## src/rtl/core/bfa_pkg.sv

```systemverilog
// Package for the bitmap first-fit block allocator.
// Holds the sizes, codes, state and control types, and bitmap helper functions.
// Has no dependencies.
package bfa_pkg;

  localparam int MAX_BLOCKS = 4096;
  localparam int WORD_BITS  = 64;
  localparam int MAP_WORDS  = (MAX_BLOCKS + WORD_BITS - 1) / WORD_BITS;
  localparam int BLK_W      = 12;
  localparam int LIMIT_W    = 13;
  localparam int BIT_W      = $clog2(WORD_BITS);
  localparam int WORD_AW    = $clog2(MAP_WORDS);
  localparam int WORDS_W    = $clog2(MAP_WORDS + 1);
  localparam logic [LIMIT_W-1:0]   TOTAL_RESET = LIMIT_W'(512);
  localparam logic [WORD_BITS-1:0] WORD0_RESET = WORD_BITS'(3);

  typedef enum logic [1:0] {
    OP_FORMAT = 2'd0,
    OP_ALLOC  = 2'd1,
    OP_FREE   = 2'd2,
    OP_MARK   = 2'd3
  } op_t;

  typedef enum logic [1:0] {
    STS_OK    = 2'd0,
    STS_FULL  = 2'd1,
    STS_RANGE = 2'd2
  } status_t;

  typedef enum logic [1:0] {
    PS_OK,
    PS_FULL,
    PS_RANGE,
    PS_ALLOC
  } pend_sel_t;

  typedef enum logic [2:0] {
    ST_IDLE,
    ST_DISPATCH,
    ST_SCAN,
    ST_RMW_RD,
    ST_RMW_WR,
    ST_FIN
  } state_t;

  typedef struct packed {
    logic      load;
    logic      clear_map;
    logic      scan_start;
    logic      scan_step;
    logic      rmw_read;
    logic      rmw_write;
    logic      pend_we;
    pend_sel_t pend_sel;
    logic      out_load;
    logic      cfg_we;
  } dp_cmd_t;

  typedef struct packed {
    op_t  op;
    logic range_bad;
    logic words_zero;
    logic hit;
    logic scan_end;
  } dp_sts_t;

  function automatic logic [BIT_W-1:0] first_zero(input logic [WORD_BITS-1:0] w);
    logic [BIT_W-1:0] idx;
    idx = '0;
    for (int i = WORD_BITS - 1; i >= 0; i--) begin
      if (!w[i]) begin
        idx = BIT_W'(i);
      end
    end
    return idx;
  endfunction

  function automatic logic [WORD_BITS-1:0] reset_word(input logic [WORD_AW-1:0] a);
    logic [WORD_BITS-1:0] w;
    w = (a == '0) ? WORD0_RESET : '0;
    return w;
  endfunction

endpackage

```

## src/rtl/core/bfa_ctrl.sv

```systemverilog
// Controller state machine of the block allocator.
// Depends on bfa_pkg; drives datapath commands and reads datapath status.
module bfa_ctrl (
  input  logic             clk,
  input  logic             rst_n,
  input  logic             in_valid,
  output logic             in_stall,
  output logic             out_valid,
  input  logic             out_stall,
  input  logic             cfg_valid,
  output logic             cfg_ready,
  output bfa_pkg::dp_cmd_t cmd,
  input  bfa_pkg::dp_sts_t sts
);

  bfa_pkg::state_t state_r, state_nxt;
  logic            out_valid_r, out_valid_nxt;
  logic            out_free;

  assign out_free = !out_valid_r || !out_stall;

  always_comb begin
    state_nxt = state_r;
    case (state_r)
      bfa_pkg::ST_IDLE: begin
        if (in_valid) begin
          state_nxt = bfa_pkg::ST_DISPATCH;
        end
      end
      bfa_pkg::ST_DISPATCH: begin
        case (sts.op)
          bfa_pkg::OP_FORMAT: state_nxt = bfa_pkg::ST_FIN;
          bfa_pkg::OP_ALLOC: begin
            state_nxt = sts.words_zero ? bfa_pkg::ST_FIN : bfa_pkg::ST_SCAN;
          end
          default: begin
            state_nxt = sts.range_bad ? bfa_pkg::ST_FIN : bfa_pkg::ST_RMW_RD;
          end
        endcase
      end
      bfa_pkg::ST_SCAN: begin
        if (sts.hit || sts.scan_end) begin
          state_nxt = bfa_pkg::ST_FIN;
        end
      end
      bfa_pkg::ST_RMW_RD: state_nxt = bfa_pkg::ST_RMW_WR;
      bfa_pkg::ST_RMW_WR: state_nxt = bfa_pkg::ST_FIN;
      bfa_pkg::ST_FIN: begin
        if (out_free) begin
          state_nxt = bfa_pkg::ST_IDLE;
        end
      end
      default: state_nxt = bfa_pkg::ST_IDLE;
    endcase
  end

  always_comb begin
    cmd          = '0;
    cmd.pend_sel = bfa_pkg::PS_OK;
    in_stall     = (state_r != bfa_pkg::ST_IDLE);
    cfg_ready    = (state_r == bfa_pkg::ST_IDLE);
    cmd.cfg_we   = cfg_valid && (state_r == bfa_pkg::ST_IDLE);
    case (state_r)
      bfa_pkg::ST_IDLE: begin
        cmd.load = in_valid;
      end
      bfa_pkg::ST_DISPATCH: begin
        case (sts.op)
          bfa_pkg::OP_FORMAT: begin
            cmd.clear_map = 1'b1;
            cmd.pend_we   = 1'b1;
            cmd.pend_sel  = bfa_pkg::PS_OK;
          end
          bfa_pkg::OP_ALLOC: begin
            cmd.scan_start = !sts.words_zero;
            cmd.pend_we    = sts.words_zero;
            cmd.pend_sel   = bfa_pkg::PS_FULL;
          end
          default: begin
            cmd.pend_we  = sts.range_bad;
            cmd.pend_sel = bfa_pkg::PS_RANGE;
          end
        endcase
      end
      bfa_pkg::ST_SCAN: begin
        cmd.scan_step = 1'b1;
        cmd.pend_we   = sts.hit || sts.scan_end;
        cmd.pend_sel  = sts.hit ? bfa_pkg::PS_ALLOC : bfa_pkg::PS_FULL;
      end
      bfa_pkg::ST_RMW_RD: begin
        cmd.rmw_read = 1'b1;
      end
      bfa_pkg::ST_RMW_WR: begin
        cmd.rmw_write = 1'b1;
        cmd.pend_we   = 1'b1;
        cmd.pend_sel  = bfa_pkg::PS_OK;
      end
      bfa_pkg::ST_FIN: begin
        cmd.out_load = out_free;
      end
      default: begin
        cmd.load = 1'b0;
      end
    endcase
  end

  always_comb begin
    out_valid_nxt = out_valid_r;
    if (cmd.out_load) begin
      out_valid_nxt = 1'b1;
    end else if (!out_stall) begin
      out_valid_nxt = 1'b0;
    end
  end

  always_ff @(posedge clk) begin
    if (!rst_n) begin
      state_r     <= bfa_pkg::ST_IDLE;
      out_valid_r <= 1'b0;
    end else begin
      state_r     <= state_nxt;
      out_valid_r <= out_valid_nxt;
    end
  end

  assign out_valid = out_valid_r;

endmodule

```

## config.mk

```make
export PLATFORM = sky130hd
export DESIGN_NAME = bfa_ctrl
export DESIGN_NICKNAME = d
export VERILOG_FILES = /design/src/rtl/core/bfa_pkg.sv /design/src/rtl/core/bfa_ctrl.sv
export SDC_FILE = /design/constraint.sdc
export NUM_CORES = 1
export LEC_CHECK = 0
export CORE_AREA = 2 2 39 41
export DETAILED_ROUTE_END_ITERATION = 7
export DIE_AREA = 0 0 41 43
export DONT_BUFFER_PORTS = 1
export MAX_ROUTING_LAYER = met4
export PLACE_DENSITY = 0.48
export SETUP_SLACK_MARGIN = 0.4
export SLEW_MARGIN = 20
export SYNTH_ARGS = -nofsm -noshare
export SYNTH_HDL_FRONTEND = slang
export SYNTH_SLANG_ARGS = --single-unit
```

## constraint.sdc

```tcl
create_clock -name clk -period 1.95 [get_ports clk]
set_input_delay 0.2925 -clock clk [delete_from_list [all_inputs] [get_ports clk]]
set_output_delay 0.2925 -clock clk [all_outputs]
set_load 0.005 [all_outputs]
```

==> run metrics <==
pins over their slew limit=0; clock tree sinks=4; remaining antenna violation count after routing=0; Power per Cell Area=~780 mW/mm2; R2R Path Start=state_r[2]; Least-Margin Pin Slew=about 0.38 ns; number of synthesized register bits=4; startpoint of the worst hold path=rst_n; clock power share=a little under a third; ys flop type=dfxtp_1; Sw Ratio=around 34%; Clock Tree Root=clkbuf_4; minimum clock period=about 1.5 ns; Max Fclk=approximately 650 MHz; Post-Syn Area=approximately 360 um2; internal power=approximately 220 uW; top cells by count, synth=6 x nor2_1, 5 x a21oi_1, 4 x dfxtp_1; hold_buf cts=0; total wire length=between 900 and 1000 um; max_cap viols=0; most frequent cell after synthesis=nor2_1; fill count=roughly 160; CP Max Fanout=6; cts bufs inserted=3; Netlist cell types=27; Multi-input gate area=approximately 270 um2; clk_skew=roughly 0.0025 ns; logic gate share of total power=37.9%; CTS max path bufs=2; share of post-route cells with drive strength above 1=approximately 23%; Global Route Usage Sum=11.41%; Crit. End Element=output port; Final period util=about four fifths; io pins=25; Die Ht=43 um; Min-Delay Path Depth=1; largest cells by area after synthesis=dfxtp_1 22%, a21oi_1 6.9%, nor2_1 6.2%; Setup TNS Final=0 ns; final core occ=30.92%; worst skew pair latency=about 0.24 ns; die area=between 0.0015 and 0.002 mm2; n_diodes=0; Via-to-Cell Ratio=roughly 5.5; hold violation count in the final report=0; WL/cell=between 10 and 15 um; EDFF count, synth=0; Seq. cell area=85.08 um2; Reg2Reg Depth=3; global-route wire length before repair=between 1000 and 1500 um; register share of total power=between 30% and 40%; hold_ws=roughly 0.17 ns; Post-DP HPWL=679.3 um; Layout Nets=65; Starting DRT DRC Count=6; std cell rows=14; Core Footprint=roughly 0.0014 mm2; cell taking the most area after synthesis=dfxtp_1; RSZ-0062 raised after global routing=true; CP startpoint kind=register; Lkg Pwr=0.1675 nW; status=finished, final reports clean; total grt overflow=0; Crit Reg-Reg Endpoint=state_r[0]; CTS tree=done; Synth top area share=22.15%; DIE WIDTH=just over 40 um; Area Overhead vs Synth=18.34%; Hold Path Sink=state_r[2]; setup violators final=0; clock slew at reported path FFs=approximately 0.040 ns; syn nets=60; antenna violations before repair=0; Initial Util=26.13%; H-tree depth=1; largest net degree at the start of global routing=12; sequential cell area fraction in the yosys report=between 20% and 30%; input/output buffers=0; RD Place Congestion=between 0.6 and 0.7; drt pass-1 iters=4; Relative slew margins=between 70 and 80%; Worst R2R Setup Slack=0.80 ns; worst min path class=in -> reg; data arrival time of the critical path=1.24 ns; WS Path Type=reg -> out; worst vdd ir=0.2576 mV; Sw Pwr=roughly 110 uW; CP required=between 1.5 and 2 ns; yosys warns=0; routed via count=between 300 and 400; DRC viols=0; fraction of registers with async set/reset=0%; Avg Inst Size Synth=7.380 um2; number of global-route vias before repair=approximately 330; Post-Synthesis Cells=just under 50
[placed cells by master, fill, tap and decap left out, drive strengths merged, types with 2 or more instances in the layout]
cell type  synthesis  layout
nor2b              2       2
and2b              2       2
nand2              3       3
clkbuf             0       4
dfxtp              4       4
buf                3       2
nand2b             2       2
and2               2       2
a21oi              5       5
o21a               2       2
o32ai              2       2
nor2               6       6
nor3               2       2
inv                3       3
[power groups by stage]
stage / Sequential (mW) / Clock [mW] / Combinational (mW)
4_1_cts: 0.103 / 0.112 / 0.104
3_5_place_dp: 0.103 / 0 / 0.102
6_report: 0.101 / 0.106 / 0.126
2_1_floorplan: 0.0955 / 0 / 0.0981
5_1_grt: 0.101 / 0.113 / 0.145
3_3_place_gp: 0.103 / 0 / 0.102
[final cells by class]
cell class | instances | area share [%]
Inverter | 3 | 2.632
Clock buffer | 3 | 5.263
Sequential cell | 4 | 19.88
Multi-Input combinational cell | 39 | 62.87
Timing Repair Buffer | 3 | 4.678
Tap cell | 16 | 4.678
[flip-flops by register name, indices dropped and copies added (netlist names)]
name and count:
state_r 3, out_valid 1
[metrics by stage]
| step | total power [mW] | setup slack (ns) | cell area (um2) | cells |
|---|---|---|---|---|
| after floorplan | 0.1936 | 0.5852 | 361.6 | 49 |
| after global placement | 0.2050 | 0.5681 | 365.4 | 63 |
| after detailed placement | 0.2049 | 0.5571 | 365.4 | 63 |
| after CTS | 0.3188 | 0.4005 | 395.4 | 66 |
| after global routing | 0.3592 | 0.3796 | 427.9 | 68 |
| final | 0.3336 | 0.4192 | 427.9 | 68 |
[worst max path at each step]
stage / startpoint / to / slack (ns) / depth (start not counted)
detailed placement: state_r[2] / cmd[4] / 0.56 / 2
global placement: state_r[2] / cmd[4] / 0.57 / 2
global route: state_r[2] / cmd[4] / 0.38 / 2
floorplan: state_r[2] / cmd[4] / 0.59 / 3
CTS: state_r[2] / cmd[4] / 0.40 / 2
finish: state_r[2] / cmd[4] / 0.42 / 2
[per-layer routing]
layer  vias to the layer above  GRT usage [%]  wire length [um]
met5                         -              -                 0
met4                         0          6.000                11
met3                         2          7.853                87
met2                        22          17.81               501
met1                       173          9.615               347
li1                        178              -                 -
[worst max-delay path, stage by stage, from the launching register on]
cell and delay, ns:
dfxtp_4 0.35, or3b_4 0.43, o32ai_4 0.22
[timing repair]
item / 4_1_cts / 5_1_grt
pin swaps: 1 / 1
endpoints found under the setup margin: 5 / 5
buffers inserted: 0 / 2
gates resized for setup: 3 / 3
[cells by family (layout without fill, tap and decap cells)]
| kind of cell | after synthesis | count (layout) | synth area share (%) |
|---|---|---|---|
| simple gates | 24 | 24 | 38.40 |
| compound gates | 15 | 15 | 29.76 |
| buf+inv | 6 | 9 | 9.688 |
| flops | 4 | 4 | 22.15 |
Note: power is estimated with default switching activity, not from simulation.
